File: config.mk
export PLATFORM = sky130hd
export DESIGN_NAME = aligned_first_fit_hole_allocator
export DESIGN_NICKNAME = d
export VERILOG_FILES = /design/src/design/affh_pkg.sv /design/src/design/affh_range_mem.sv /design/src/design/affh_mod_unit.sv /design/src/design/affh_seq.sv /design/src/design/aligned_first_fit_hole_allocator.sv
export SDC_FILE = /design/constraint.sdc
export NUM_CORES = 2
export LEC_CHECK = 0
export BUFFER_PORTS_ARGS = -buffer_cell sky130_fd_sc_hd__buf_2
export CAP_MARGIN = 10
export CORE_MARGIN = 2
export CORE_UTILIZATION = 63
export CTS_CLUSTER_SIZE = 40
export DETAILED_ROUTE_END_ITERATION = 8
export PLACE_DENSITY_LB_ADDON = 0.3
export SLEW_MARGIN = 30
export SYNTH_ARGS = -nofsm -noshare
export SYNTH_HDL_FRONTEND = slang
export SYNTH_SLANG_ARGS = --single-unit
File: constraint.sdc
create_clock -name clk -period 6.31 [get_ports clk]
set_clock_uncertainty 0.15 [all_clocks]
set_input_delay 0.3155 -clock clk [delete_from_list [all_inputs] [get_ports clk]]
set_output_delay 0.3155 -clock clk [all_outputs]
set_load 0.05 [all_outputs]
File: src/design/affh_pkg.sv
`timescale 1ns / 1ps

package affh_pkg;

	localparam int RANGE_DEPTH_DEF = 16;
	localparam int SPACE_COUNT_DEF = 2;

	localparam int POS_W    = 21;
	localparam int CAND_W   = 23;
	localparam int ALIGN_W  = 13;
	localparam int CAP_W    = 20;
	localparam int OFF_W    = 20;
	localparam int REQ_W    = 20;
	localparam int BITS_W   = 23;
	localparam int STATUS_W = 3;
	localparam int STEP_W   = $clog2(CAND_W + 1);
	localparam int PADDR_W  = 4;
	localparam int PDATA_W  = 32;
	localparam int BITS_PER_BYTE = 8;

	localparam logic [CAP_W-1:0]   CAP_VEC_RST = CAP_W'(2031616 / BITS_PER_BYTE);
	localparam logic [CAP_W-1:0]   CAP_MAT_RST = CAP_W'(4194304 / BITS_PER_BYTE);
	localparam logic [ALIGN_W-1:0] ALIGN_RST   = ALIGN_W'(256);

	localparam logic [1:0] REG_CAP_VEC = 2'd0;
	localparam logic [1:0] REG_CAP_MAT = 2'd1;
	localparam logic [1:0] REG_ALIGN   = 2'd2;

	localparam logic [1:0] KIND_CLEAR  = 2'd0;
	localparam logic [1:0] KIND_RECORD = 2'd1;
	localparam logic [1:0] KIND_ALLOC  = 2'd2;
	localparam logic [1:0] KIND_CHECK  = 2'd3;

	localparam logic [STATUS_W-1:0] ST_OK       = 3'd0;
	localparam logic [STATUS_W-1:0] ST_NO_FIT   = 3'd1;
	localparam logic [STATUS_W-1:0] ST_MISALIGN = 3'd2;
	localparam logic [STATUS_W-1:0] ST_OVER_CAP = 3'd3;
	localparam logic [STATUS_W-1:0] ST_FULL     = 3'd4;

	typedef struct packed {
		logic [1:0]        kind;
		logic              space;
		logic [OFF_W-1:0]  offset_bytes;
		logic [BITS_W-1:0] occupied_bits;
		logic [REQ_W-1:0]  request_bytes;
	} in_item_t;

	typedef struct packed {
		logic [STATUS_W-1:0] status;
		logic [POS_W-1:0]    base;
	} out_item_t;

	typedef struct packed {
		logic               start;
		logic [CAND_W-1:0]  value;
		logic [ALIGN_W-1:0] align;
	} mod_req_t;

endpackage

File: src/design/affh_range_mem.sv
`timescale 1ns / 1ps

module affh_range_mem #(
	parameter int AW = 5,
	parameter int DW = 42
) (
	input  logic          clk,
	input  logic          we,
	input  logic [AW-1:0] waddr,
	input  logic [DW-1:0] wdata,
	input  logic [AW-1:0] raddr,
	output logic [DW-1:0] rdata
);

	logic [DW-1:0] mem_q [2**AW];

	always_ff @(posedge clk) begin
		if (we) begin
			mem_q[waddr] <= wdata;
		end
		rdata <= mem_q[raddr];
	end

endmodule

File: src/design/affh_mod_unit.sv
`timescale 1ns / 1ps

module affh_mod_unit (
	input  logic                          clk,
	input  logic                          arst_n,
	input  affh_pkg::mod_req_t            req,
	output logic                          done,
	output logic [affh_pkg::ALIGN_W-1:0]  rem
);

	logic                          busy_q;
	logic                          done_q;
	logic [affh_pkg::STEP_W-1:0]   step_q;
	logic [affh_pkg::CAND_W-1:0]   v_q;
	logic [affh_pkg::ALIGN_W-1:0]  rem_q;
	logic [affh_pkg::ALIGN_W-1:0]  a_q;
	logic [affh_pkg::ALIGN_W:0]    trial;
	logic [affh_pkg::ALIGN_W-1:0]  rem_nxt;

	// restoring remainder, one dividend bit a cycle
	always_comb begin
		trial = {rem_q, v_q[affh_pkg::CAND_W-1]};
		if (trial >= {1'b0, a_q}) begin
			rem_nxt = affh_pkg::ALIGN_W'(trial - {1'b0, a_q});
		end else begin
			rem_nxt = trial[affh_pkg::ALIGN_W-1:0];
		end
	end

	always_ff @(posedge clk or negedge arst_n) begin
		if (!arst_n) begin
			busy_q <= 1'b0;
			done_q <= 1'b0;
			step_q <= '0;
		end else begin
			done_q <= busy_q && (step_q == affh_pkg::STEP_W'(1));
			if (req.start) begin
				busy_q <= 1'b1;
				step_q <= affh_pkg::STEP_W'(affh_pkg::CAND_W);
			end else if (busy_q) begin
				step_q <= step_q - affh_pkg::STEP_W'(1);
				if (step_q == affh_pkg::STEP_W'(1)) begin
					busy_q <= 1'b0;
				end
			end
		end
	end

	always_ff @(posedge clk) begin
		if (req.start) begin
			a_q   <= (req.align == '0) ? affh_pkg::ALIGN_W'(1) : req.align;
			v_q   <= req.value;
			rem_q <= '0;
		end else if (busy_q) begin
			rem_q <= rem_nxt;
			v_q   <= v_q << 1;
		end
	end

	assign done = done_q;
	assign rem  = rem_q;

	a_start_busy: assert property (@(posedge clk) disable iff (!arst_n)
		req.start |=> busy_q)
		else $error("remainder unit did not start");
	a_rem_range: assert property (@(posedge clk) disable iff (!arst_n)
		done_q |-> (rem_q < a_q))
		else $error("remainder not below divisor");
	a_done_idle: assert property (@(posedge clk) disable iff (!arst_n)
		done_q |-> !busy_q)
		else $error("done while still busy");

endmodule

File: src/design/affh_seq.sv
`timescale 1ns / 1ps

module affh_seq #(
	parameter int RANGE_DEPTH = affh_pkg::RANGE_DEPTH_DEF,
	parameter int SPACE_COUNT = affh_pkg::SPACE_COUNT_DEF
) (
	input  logic                          clk,
	input  logic                          arst_n,
	input  logic                          in_valid,
	output logic                          in_stall,
	input  affh_pkg::in_item_t            in_item,
	output logic                          out_valid,
	input  logic                          out_stall,
	output affh_pkg::out_item_t           out_item,
	input  logic [affh_pkg::CAP_W-1:0]    cap_vec,
	input  logic [affh_pkg::CAP_W-1:0]    cap_mat,
	input  logic [affh_pkg::ALIGN_W-1:0]  align
);

	localparam int IW = $clog2(RANGE_DEPTH);
	localparam int CW = $clog2(RANGE_DEPTH + 1);
	localparam int TW = (SPACE_COUNT > 1) ? $clog2(SPACE_COUNT) : 1;
	localparam int AW = TW + IW;
	localparam int PW = affh_pkg::POS_W;
	localparam int XW = affh_pkg::CAND_W;
	localparam int BITS_W1 = affh_pkg::BITS_W + 1;

	localparam logic [4:0] S_IDLE    = 5'd0;
	localparam logic [4:0] S_A_ALIGN = 5'd1;
	localparam logic [4:0] S_A_MODW  = 5'd2;
	localparam logic [4:0] S_A_DATA  = 5'd3;
	localparam logic [4:0] S_A_FIN   = 5'd4;
	localparam logic [4:0] S_A_FMODW = 5'd5;
	localparam logic [4:0] S_A_CAP   = 5'd6;
	localparam logic [4:0] S_C_START = 5'd7;
	localparam logic [4:0] S_C_MODW  = 5'd8;
	localparam logic [4:0] S_I_START = 5'd9;
	localparam logic [4:0] S_P1_ADDR = 5'd10;
	localparam logic [4:0] S_P1_DATA = 5'd11;
	localparam logic [4:0] S_I_DEC   = 5'd12;
	localparam logic [4:0] S_SR_ADDR = 5'd13;
	localparam logic [4:0] S_SR_DATA = 5'd14;
	localparam logic [4:0] S_SL_ADDR = 5'd15;
	localparam logic [4:0] S_SL_DATA = 5'd16;
	localparam logic [4:0] S_WR_NEW  = 5'd17;
	localparam logic [4:0] S_DONE    = 5'd18;

	logic [4:0]                      state_q;
	logic [CW-1:0]                   cnt_q [SPACE_COUNT];
	logic                            out_valid_q;
	affh_pkg::out_item_t             out_item_q;
	logic                            s_q;
	logic [affh_pkg::OFF_W-1:0]      off_q;
	logic [affh_pkg::REQ_W-1:0]      req_q;
	logic [XW-1:0]                   cand_q;
	logic [PW-1:0]                   b_q, e_q, nb_q, ne_q;
	logic [CW-1:0]                   i_q, n_q, hits_q, p_q;
	logic                            alloc_q;
	logic [affh_pkg::STATUS_W-1:0]   res_status_q;
	logic [PW-1:0]                   res_base_q;

	logic                            has_tbl;
	logic [TW-1:0]                   tsel;
	logic [CW-1:0]                   n_cur;
	logic [affh_pkg::CAP_W-1:0]      cap_cur;
	logic [affh_pkg::ALIGN_W-1:0]    a_eff;
	affh_pkg::mod_req_t              mreq;
	logic                            mdone;
	logic [affh_pkg::ALIGN_W-1:0]    mrem;
	logic [XW-1:0]                   cand_up;
	logic [XW:0]                     cand_sum;
	logic [2*PW-1:0]                 rdata;
	logic [PW-1:0]                   rb, re;
	logic                            mem_we;
	logic [IW-1:0]                   widx;
	logic [2*PW-1:0]                 wdata;
	logic                            in_acc;
	logic                            out_load;
	logic [PW-1:0]                   rec_size;
	logic [affh_pkg::OFF_W:0]        chk_sum;

	assign has_tbl = (SPACE_COUNT > 1) || (s_q == 1'b0);
	assign tsel    = TW'(s_q);
	assign n_cur   = has_tbl ? cnt_q[tsel] : '0;
	assign cap_cur = !has_tbl ? '0 : (s_q ? cap_mat : cap_vec);
	assign a_eff   = (align == '0) ? affh_pkg::ALIGN_W'(1) : align;
	assign cand_up = (mrem == '0) ? cand_q
		: XW'(cand_q + XW'(a_eff) - XW'(mrem));
	assign cand_sum = {1'b0, cand_q} + (XW + 1)'(req_q);
	assign chk_sum  = {1'b0, off_q} + (affh_pkg::OFF_W + 1)'(req_q);
	assign rb = rdata[2*PW-1:PW];
	assign re = rdata[PW-1:0];
	assign rec_size = PW'(((BITS_W1'(in_item.occupied_bits)) + BITS_W1'(7)) >> 3);

	assign in_acc   = in_valid && !in_stall;
	assign in_stall = (state_q != S_IDLE);
	assign out_load = (state_q == S_DONE) && (!out_valid_q || !out_stall);

	always_comb begin
		mreq.start = (state_q == S_A_ALIGN) || (state_q == S_A_FIN) || (state_q == S_C_START);
		mreq.value = (state_q == S_C_START) ? XW'(off_q) : cand_q;
		mreq.align = align;
	end

	always_comb begin
		mem_we = 1'b0;
		widx   = p_q[IW-1:0];
		wdata  = {nb_q, ne_q};
		case (state_q)
			S_SR_DATA: begin
				mem_we = 1'b1;
				widx   = IW'(i_q + CW'(1));
				wdata  = rdata;
			end
			S_SL_DATA: begin
				mem_we = 1'b1;
				widx   = IW'(i_q - (hits_q - CW'(1)));
				wdata  = rdata;
			end
			S_WR_NEW: begin
				mem_we = 1'b1;
			end
			default: begin
				mem_we = 1'b0;
			end
		endcase
	end

	affh_mod_unit u_mod (
		.clk    (clk),
		.arst_n (arst_n),
		.req    (mreq),
		.done   (mdone),
		.rem    (mrem)
	);

	affh_range_mem #(
		.AW (AW),
		.DW (2 * PW)
	) u_mem (
		.clk   (clk),
		.we    (mem_we),
		.waddr ({tsel, widx}),
		.wdata (wdata),
		.raddr ({tsel, i_q[IW-1:0]}),
		.rdata (rdata)
	);

	always_ff @(posedge clk or negedge arst_n) begin
		if (!arst_n) begin
			state_q      <= S_IDLE;
			out_valid_q  <= 1'b0;
			out_item_q   <= '0;
			for (int k = 0; k < SPACE_COUNT; k++) begin
				cnt_q[k] <= '0;
			end
			s_q          <= 1'b0;
			off_q        <= '0;
			req_q        <= '0;
			cand_q       <= '0;
			b_q          <= '0;
			e_q          <= '0;
			nb_q         <= '0;
			ne_q         <= '0;
			i_q          <= '0;
			n_q          <= '0;
			hits_q       <= '0;
			p_q          <= '0;
			alloc_q      <= 1'b0;
			res_status_q <= '0;
			res_base_q   <= '0;
		end else begin
			if (out_load) begin
				out_valid_q <= 1'b1;
			end else if (out_valid_q && !out_stall) begin
				out_valid_q <= 1'b0;
			end
			case (state_q)
				S_IDLE: begin
					if (in_acc) begin
						s_q          <= in_item.space;
						off_q        <= in_item.offset_bytes;
						req_q        <= in_item.request_bytes;
						res_status_q <= affh_pkg::ST_OK;
						res_base_q   <= '0;
						alloc_q      <= 1'b0;
						case (in_item.kind)
							affh_pkg::KIND_CLEAR: begin
								for (int k = 0; k < SPACE_COUNT; k++) begin
									cnt_q[k] <= '0;
								end
								state_q <= S_DONE;
							end
							affh_pkg::KIND_RECORD: begin
								b_q     <= PW'(in_item.offset_bytes);
								e_q     <= PW'(PW'(in_item.offset_bytes) + rec_size);
								state_q <= S_I_START;
							end
							affh_pkg::KIND_ALLOC: begin
								cand_q  <= '0;
								i_q     <= '0;
								state_q <= S_A_FIN;
								if ((SPACE_COUNT > 1) || (in_item.space == 1'b0)) begin
									n_q <= cnt_q[TW'(in_item.space)];
									if (cnt_q[TW'(in_item.space)] != '0) begin
										state_q <= S_A_ALIGN;
									end
								end
							end
							default: begin
								state_q <= S_C_START;
							end
						endcase
					end
				end
				S_A_ALIGN: begin
					state_q <= S_A_MODW;
				end
				S_A_MODW: begin
					if (mdone) begin
						cand_q  <= cand_up;
						state_q <= S_A_DATA;
					end
				end
				S_A_DATA: begin
					if (cand_sum <= (XW + 1)'(rb)) begin
						state_q <= S_A_FIN;
					end else begin
						if (XW'(re) > cand_q) begin
							cand_q <= XW'(re);
						end
						if (i_q + CW'(1) == n_q) begin
							state_q <= S_A_FIN;
						end else begin
							i_q     <= i_q + CW'(1);
							state_q <= S_A_ALIGN;
						end
					end
				end
				S_A_FIN: begin
					state_q <= S_A_FMODW;
				end
				S_A_FMODW: begin
					if (mdone) begin
						cand_q  <= cand_up;
						state_q <= S_A_CAP;
					end
				end
				S_A_CAP: begin
					if (!has_tbl || (cand_sum > (XW + 1)'(cap_cur))) begin
						res_status_q <= affh_pkg::ST_NO_FIT;
						state_q      <= S_DONE;
					end else begin
						b_q     <= cand_q[PW-1:0];
						e_q     <= cand_sum[PW-1:0];
						alloc_q <= 1'b1;
						state_q <= S_I_START;
					end
				end
				S_C_START: begin
					state_q <= S_C_MODW;
				end
				S_C_MODW: begin
					if (mdone) begin
						if (mrem != '0) begin
							res_status_q <= affh_pkg::ST_MISALIGN;
						end else if (chk_sum > (affh_pkg::OFF_W + 1)'(cap_cur)) begin
							res_status_q <= affh_pkg::ST_OVER_CAP;
						end
						state_q <= S_DONE;
					end
				end
				S_I_START: begin
					if (!has_tbl) begin
						res_status_q <= affh_pkg::ST_FULL;
						state_q      <= S_DONE;
					end else if (e_q <= b_q) begin
						res_base_q <= alloc_q ? cand_q[PW-1:0] : '0;
						state_q    <= S_DONE;
					end else begin
						n_q     <= n_cur;
						hits_q  <= '0;
						p_q     <= '0;
						nb_q    <= b_q;
						ne_q    <= e_q;
						i_q     <= '0;
						state_q <= (n_cur == '0) ? S_I_DEC : S_P1_ADDR;
					end
				end
				S_P1_ADDR: begin
					state_q <= S_P1_DATA;
				end
				S_P1_DATA: begin
					// overlapping or touching entries fold into the new range
					if ((rb <= e_q) && (b_q <= re)) begin
						hits_q <= hits_q + CW'(1);
						if (rb < nb_q) begin
							nb_q <= rb;
						end
						if (re > ne_q) begin
							ne_q <= re;
						end
					end else if (re < b_q) begin
						p_q <= p_q + CW'(1);
					end
					if (i_q + CW'(1) == n_q) begin
						state_q <= S_I_DEC;
					end else begin
						i_q     <= i_q + CW'(1);
						state_q <= S_P1_ADDR;
					end
				end
				S_I_DEC: begin
					if ((hits_q == '0) && (n_q >= CW'(RANGE_DEPTH))) begin
						res_status_q <= affh_pkg::ST_FULL;
						state_q      <= S_DONE;
					end else if (hits_q == '0) begin
						if (n_q > p_q) begin
							i_q     <= n_q - CW'(1);
							state_q <= S_SR_ADDR;
						end else begin
							state_q <= S_WR_NEW;
						end
					end else if ((hits_q > CW'(1)) && ((p_q + hits_q) < n_q)) begin
						i_q     <= p_q + hits_q;
						state_q <= S_SL_ADDR;
					end else begin
						state_q <= S_WR_NEW;
					end
				end
				S_SR_ADDR: begin
					state_q <= S_SR_DATA;
				end
				S_SR_DATA: begin
					if (i_q == p_q) begin
						state_q <= S_WR_NEW;
					end else begin
						i_q     <= i_q - CW'(1);
						state_q <= S_SR_ADDR;
					end
				end
				S_SL_ADDR: begin
					state_q <= S_SL_DATA;
				end
				S_SL_DATA: begin
					if (i_q + CW'(1) == n_q) begin
						state_q <= S_WR_NEW;
					end else begin
						i_q     <= i_q + CW'(1);
						state_q <= S_SL_ADDR;
					end
				end
				S_WR_NEW: begin
					cnt_q[tsel] <= CW'(n_q + CW'(1) - hits_q);
					res_base_q  <= alloc_q ? cand_q[PW-1:0] : '0;
					state_q     <= S_DONE;
				end
				S_DONE: begin
					if (out_load) begin
						out_item_q.status <= res_status_q;
						out_item_q.base   <= res_base_q;
						state_q           <= S_IDLE;
					end
				end
				default: begin
					state_q <= S_IDLE;
				end
			endcase
		end
	end

	assign out_valid = out_valid_q;
	assign out_item  = out_item_q;

	a_cnt_bound: assert property (@(posedge clk) disable iff (!arst_n)
		cnt_q[0] <= CW'(RANGE_DEPTH))
		else $error("range count beyond table depth");
	a_new_slot: assert property (@(posedge clk) disable iff (!arst_n)
		(state_q == S_WR_NEW) |-> (p_q < CW'(RANGE_DEPTH)))
		else $error("merged range slot outside table");
	a_stall_cause: assert property (@(posedge clk) disable iff (!arst_n)
		$rose(in_stall) |-> $past(in_valid))
		else $error("input stalled without an accepted item");

endmodule

File: src/design/aligned_first_fit_hole_allocator.sv
`timescale 1ns / 1ps

// aligned first-fit hole allocator over local address spaces
// input channel in_valid/in_stall/in_item: one item per request (clear tables,
// record an occupied range, allocate a reserve region, check a manual base)
// output channel out_valid/out_stall/out_item: exactly one item (status, base)
// for every accepted input item, in order
// config over the apb port: capacity_vec at 0x0, capacity_mat at 0x4,
// align_bytes at 0x8; write only while the block is idle
// one item is worked at a time; in_stall stays high until its result sits in
// the output register. clear goes straight to the result; record reads each
// stored range and moves entries to make room or close gaps (an empty range
// writes nothing); check runs one remainder; allocate runs a remainder per
// range walked plus one for the final alignment and capacity test, then the
// record path, or ends on a miss. remainders come from the 23-step remainder
// unit, and each range entry is read through an address and a data state
// a finished result waits in the output register while out_stall is high, and
// the next input item is taken meanwhile; it finishes only once that slot frees
// reset empties every range table and loads default capacities and alignment;
// the range memory itself is not cleared
module aligned_first_fit_hole_allocator #(
	parameter int RANGE_DEPTH = affh_pkg::RANGE_DEPTH_DEF,
	parameter int SPACE_COUNT = affh_pkg::SPACE_COUNT_DEF
) (
	input  logic                          clk,
	input  logic                          arst_n,
	input  logic                          in_valid,
	output logic                          in_stall,
	input  affh_pkg::in_item_t            in_item,
	output logic                          out_valid,
	input  logic                          out_stall,
	output affh_pkg::out_item_t           out_item,
	input  logic                          psel,
	input  logic                          penable,
	input  logic                          pwrite,
	input  logic [affh_pkg::PADDR_W-1:0]  paddr,
	input  logic [affh_pkg::PDATA_W-1:0]  pwdata,
	output logic [affh_pkg::PDATA_W-1:0]  prdata,
	output logic                          pready
);

	logic [affh_pkg::CAP_W-1:0]   cap_vec_q;
	logic [affh_pkg::CAP_W-1:0]   cap_mat_q;
	logic [affh_pkg::ALIGN_W-1:0] align_q;
	logic                         wr_en;
	logic [1:0]                   reg_idx;

	assign pready  = 1'b1;
	assign reg_idx = paddr[3:2];
	assign wr_en   = psel && penable && pwrite && pready;

	always_ff @(posedge clk or negedge arst_n) begin
		if (!arst_n) begin
			cap_vec_q <= affh_pkg::CAP_VEC_RST;
			cap_mat_q <= affh_pkg::CAP_MAT_RST;
			align_q   <= affh_pkg::ALIGN_RST;
		end else if (wr_en) begin
			case (reg_idx)
				affh_pkg::REG_CAP_VEC: cap_vec_q <= pwdata[affh_pkg::CAP_W-1:0];
				affh_pkg::REG_CAP_MAT: cap_mat_q <= pwdata[affh_pkg::CAP_W-1:0];
				affh_pkg::REG_ALIGN:   align_q   <= pwdata[affh_pkg::ALIGN_W-1:0];
				default: begin
				end
			endcase
		end
	end

	always_comb begin
		case (reg_idx)
			affh_pkg::REG_CAP_VEC: prdata = affh_pkg::PDATA_W'(cap_vec_q);
			affh_pkg::REG_CAP_MAT: prdata = affh_pkg::PDATA_W'(cap_mat_q);
			affh_pkg::REG_ALIGN:   prdata = affh_pkg::PDATA_W'(align_q);
			default:               prdata = '0;
		endcase
	end

	affh_seq #(
		.RANGE_DEPTH (RANGE_DEPTH),
		.SPACE_COUNT (SPACE_COUNT)
	) u_seq (
		.clk       (clk),
		.arst_n    (arst_n),
		.in_valid  (in_valid),
		.in_stall  (in_stall),
		.in_item   (in_item),
		.out_valid (out_valid),
		.out_stall (out_stall),
		.out_item  (out_item),
		.cap_vec   (cap_vec_q),
		.cap_mat   (cap_mat_q),
		.align     (align_q)
	);

endmodule
==> results <==
- In the final layout, the multi-input gates occupy 27,700 sq um.
- The mean cell area of the mapped netlist is 15.92 sq um.
- The endpoint kind of the worst setup timing path is a flip-flop.
- The number of buffers on the longest clock path is 3.
- The later pin in the worst-skew pair is clocked with a latency of 850 ps.
- The final cell count without fillers is 7,012.
- The share of total power dissipated in combinational logic is 0.397.
- The design area is 88,850 sq um.
- The most numerous cell type found on the critical path is sky130_fd_sc_hd__a21oi_1.
- The mapped netlist covers 78,760 sq um.
- The number of instances in the placed design is 6,613.
- The via count is 48,698.
- The global-route wire length before repair is 329,500 um.
- The number of global-route vias before repair is 48,562.
- The number of synthesized register bits is 1,728.
- Together, buffers and inverters on the worst path number 2.
- The worst hold slack is 71.22 ps.
- The total number of placement rows is 129.
- The H-tree generated during clock tree synthesis spans 4 levels.
- The initial utilization of the core area, before any placement, comes to 0.6362.
- The cell count after synthesis is 4,946.
- Of the total power, the clock network draws 0.240.
- The HPWL after detailed placement is 135,000 um.
- The horizontal die dimension is 357.6 um.
- The die covers 127,900 sq um.
- Dividing total power by cell area gives a power density of 496.8 nW/um^2.
- At the worst endpoint, the arrival time is 6230 ps.
- For the pin with the worst max-slew slack, the measured transition is 1180 ps.
- The number of setup buffers added after CTS is 0.
- The clock tree root buffer cell is sky130_fd_sc_hd__clkbuf_16.
- The sequential fraction of the synthesis area is 0.6334.
- The max capacitance violation total is 0.
- The post-route setup TNS is 0 ps.
- The number of top-level pins is 168.
- Buffers inserted during clock tree synthesis total 170.
- The total routing resource utilization after global routing is 0.3619.
- In the routed layout, each cell is associated on average with a via count of 6.945.
- Setup violations remaining at the end of the flow were counted as 0.
- After global routing the overflow that remains totals 0.
- Headroom to the max-slew limit came out at 0.2136.
- In this run the cell area measured after placement is 82,250 sq um.
- The area growth from synthesis to layout is 12.82%.
- Ranked by total cell area, the synthesized netlist is headed by sky130_fd_sc_hd__edfxtp_1 53%, sky130_fd_sc_hd__mux4_2 12%, sky130_fd_sc_hd__dfrtp_1 9.1%.
- Summed over all cells, the static leakage comes to 32.81 nW.
- The number of endpoints with negative hold slack in the final report is 0.
- The maximum cell stage delay along the critical path is 490 ps.
- In this run the worst hold path is classified as primary input to flip-flop.
- The clock transition at the registers of the reported paths is 60 ps.
- The area of the core is 123,800 sq um.
- The worst setup path is of the flip-flop to flip-flop kind.
- Grouping stages by cell kind, the critical path spends the most delay in compound AO/OA/AOI/OAI gates.
- Once the clock tree was built, the resizer swapped 0 gates to a different size.
- The total wire length after detailed routing is 236,600 um.
- The signal on the critical path passes through inv_1 -> fa_1 -> and2b_1 -> o2111ai_1 -> a21oi_1 -> o22ai_2 -> o21ai_0 -> a31oi_1 -> xnor2_1 -> ha_1 -> a21oi_1 -> o221ai_1 -> o221a_2 -> a211oi_1 -> nand2_1 -> a31oi_4 -> buf_4 -> mux2i_1.
- In this run the tool buffered the top-level ports with 140 buffer cells.
- The slowest stage of the critical path is the sky130_fd_sc_hd__a31oi_4 cell.
- The number of slew-limit violations in the final report came to 0.
- Yosys mapped a number of flops with a built-in enable equal to 1,380.
- The fraction of registers with async set or reset after synthesis is 0.1696.
- Dividing the final minimum period by the clock period gives 0.8970.
- The fmax is 176.7 MHz.
- The final routed wire length divided by cell count is 33.74 um.
- Once layout is complete, the utilization of the core stands at 0.7177.
- At the end of routability-driven placement, the weighted congestion stood at 0.9930.
- The maximum ir drop on the vdd rail is 0.0004758 V.
- TritonCTS built the clock tree.
- STA puts the critical path data required time at 6880 ps.
- The detailed-routing iteration count for the pre-antenna-repair pass is 6.
- The logic depth of the worst register-to-register path is 18.
- Of all nets on the critical path, the largest fanout is 12.
- The run finished with clean final reports.
- Of the post-synthesis cell area, the dominant cell type holds 0.5262.
- The remaining antenna violation count after routing is 0.
- Setup repair after global routing left no endpoint under its margin.
- The filler cell count is 7,440.
- In the final layout, flip-flops and latches occupy 49,900 sq um.
- The sequential cell fraction of total power is 0.364.
- In this run, distinct cell masters in the synthesized netlist total 86.
- The share of final-layout standard cells stronger than drive strength 1 is 0.2218.
- The internal power is 27.57 mW.
- The worst setup path is launched from a flip-flop.
- Of the total power, the share spent switching nets is 0.3753.
- Entering global routing, the biggest net connects 153 pins.
- The net switching power is 16.56 mW.
- Measured along the y axis, the die boundary spans 357.6 um.
- The DRC violations left is 0.
- The biggest area consumer among synthesized cells is sky130_fd_sc_hd__edfxtp_1.
- The number of antenna violations at the first check in global routing is 12.
- The count of warnings emitted by yosys is 0.
- The critical path crosses 18 cells after its start point.
- The cell depth of the worst min-delay path is 5.
- The number of DRC markers after the initial detailed-route iteration is 7,086.
- For the finished layout, the period the worst path requires is 5660 ps.
- For this design, the sink count on the clock tree is 1,728.
- The most instantiated flip-flop cell in the synthesis netlist is sky130_fd_sc_hd__edfxtp_1.
- The total number of nets in the final design is 5,674.
## through the flow
stage	power, mW	setup slack [ps]
finish	44.14	649.9
global route	45.89	374.7
CTS	43.58	728.5
detailed placement	32.86	755.7
global placement	32.24	827.5
floorplan	27.21	836.8
## cells in the final DEF, fill, tap and decap left out, types with 128 or more instances in the layout
master,count
sky130_fd_sc_hd__dfrtp_1,281
sky130_fd_sc_hd__mux2_2,137
sky130_fd_sc_hd__buf_2,139
sky130_fd_sc_hd__edfxtp_1,1380
sky130_fd_sc_hd__ha_1,323
sky130_fd_sc_hd__nor2_1,128
sky130_fd_sc_hd__nand2_1,350
sky130_fd_sc_hd__inv_1,262
sky130_fd_sc_hd__mux2i_1,240
sky130_fd_sc_hd__clkbuf_16,172
sky130_fd_sc_hd__o21ai_0,163
sky130_fd_sc_hd__mux4_2,420
## layout make-up
type	instances	share of cell area
Antenna cell	5	0.0001408
Clock buffer	221	0.05209
Clock inverter	99	0.01225
Inverter	262	0.01107
Multi-Input combinational cell	2743	0.3118
Sequential cell	1728	0.5616
Tap cell	1637	0.02305
Timing Repair Buffer	317	0.02800
## cells by family (layout without fill, tap and decap cells)
logic type	Yosys count	count (layout)	share of synthesized area
AO/OA/AOI/OAI	651	651	0.05325
AND/OR/NAND/NOR	804	804	0.04720
flip-flops	1728	1728	0.6334
other	2	18	0.00009536
multiplexers	803	803	0.1710
buffers and inverters	486	899	0.02429
adder cells (fa/ha/maj)	343	343	0.05640
XOR/XNOR	129	129	0.01435
## timing repair
item                                    4_1_cts  5_1_grt
endpoints found under the setup margin        0        0
hold endpoints to repair                    238       38
hold buffers                                 68        1
## state kept, by name, summed over array words and instances, names as in the netlist, 21 cells and up
register	flops
u_seq.e_q	21
u_seq.out_item	24
u_seq.b_q	21
u_seq.u_mod.v_q	23
u_seq.cand_q	23
u_seq.u_mem.mem_q	1344
u_seq.res_base_q	21
u_seq.u_mem.rdata	42
u_seq.nb_q	21
u_seq.ne_q	21
## cells in the mapped netlist (88+ instances only)
cell type,count
sky130_fd_sc_hd__xnor2_1,92
sky130_fd_sc_hd__a21oi_1,126
sky130_fd_sc_hd__a21o_1,88
sky130_fd_sc_hd__ha_1,323
sky130_fd_sc_hd__clkbuf_1,166
sky130_fd_sc_hd__dfrtp_1,286
sky130_fd_sc_hd__nor2_1,162
sky130_fd_sc_hd__mux2_2,137
sky130_fd_sc_hd__nand2_1,350
sky130_fd_sc_hd__mux2i_1,241
sky130_fd_sc_hd__edfxtp_1,1380
sky130_fd_sc_hd__o21ai_0,205
sky130_fd_sc_hd__mux4_2,420
sky130_fd_sc_hd__inv_1,262
## tightest hold or removal path: stages
cell                      delay [ps]
sky130_fd_sc_hd__buf_2           100
sky130_fd_sc_hd__xnor2_1         230
sky130_fd_sc_hd__ha_1            150
sky130_fd_sc_hd__mux2i_1          80
sky130_fd_sc_hd__mux2i_1         120
## routing by layer
layer	part of all wire	GRT usage	vias to the layer above	routed length [um]
li1	-	-	19782	-
met1	0.34	0.4617	24645	81240
met2	0.49	0.5916	3460	115100
met3	0.10	0.06687	807	24110
met4	0.068	0.2035	4	16070
met5	0.000089	0	-	21
## power groups by stage
stage	Combinational (mW)	Clock [mW]	Sequential (mW)
after floorplan	11.6	0	15.6
after global placement	16.1	0	16.2
after detailed placement	16.7	0	16.2
after CTS	17.0	10.6	16.0
after global routing	18.8	11.0	16.1
final	17.5	10.6	16.0
## final timing paths
kind	from	end	slack, ps
max	u_seq.cand_q[1]	u_seq.cand_q[0]	650
min	in_item[23]	u_seq.e_q[0]	70
max reg2reg	u_seq.cand_q[1]	u_seq.cand_q[0]	650
min reg2reg	u_seq.res_base_q[5]	u_seq.res_base_q[5]	320
max in group asynchronous	arst_n	u_seq.i_q[2]	4640
min in group asynchronous	arst_n	u_seq.out_item[14]	360
No activity file was read; power rests on OpenSTA's default activity.
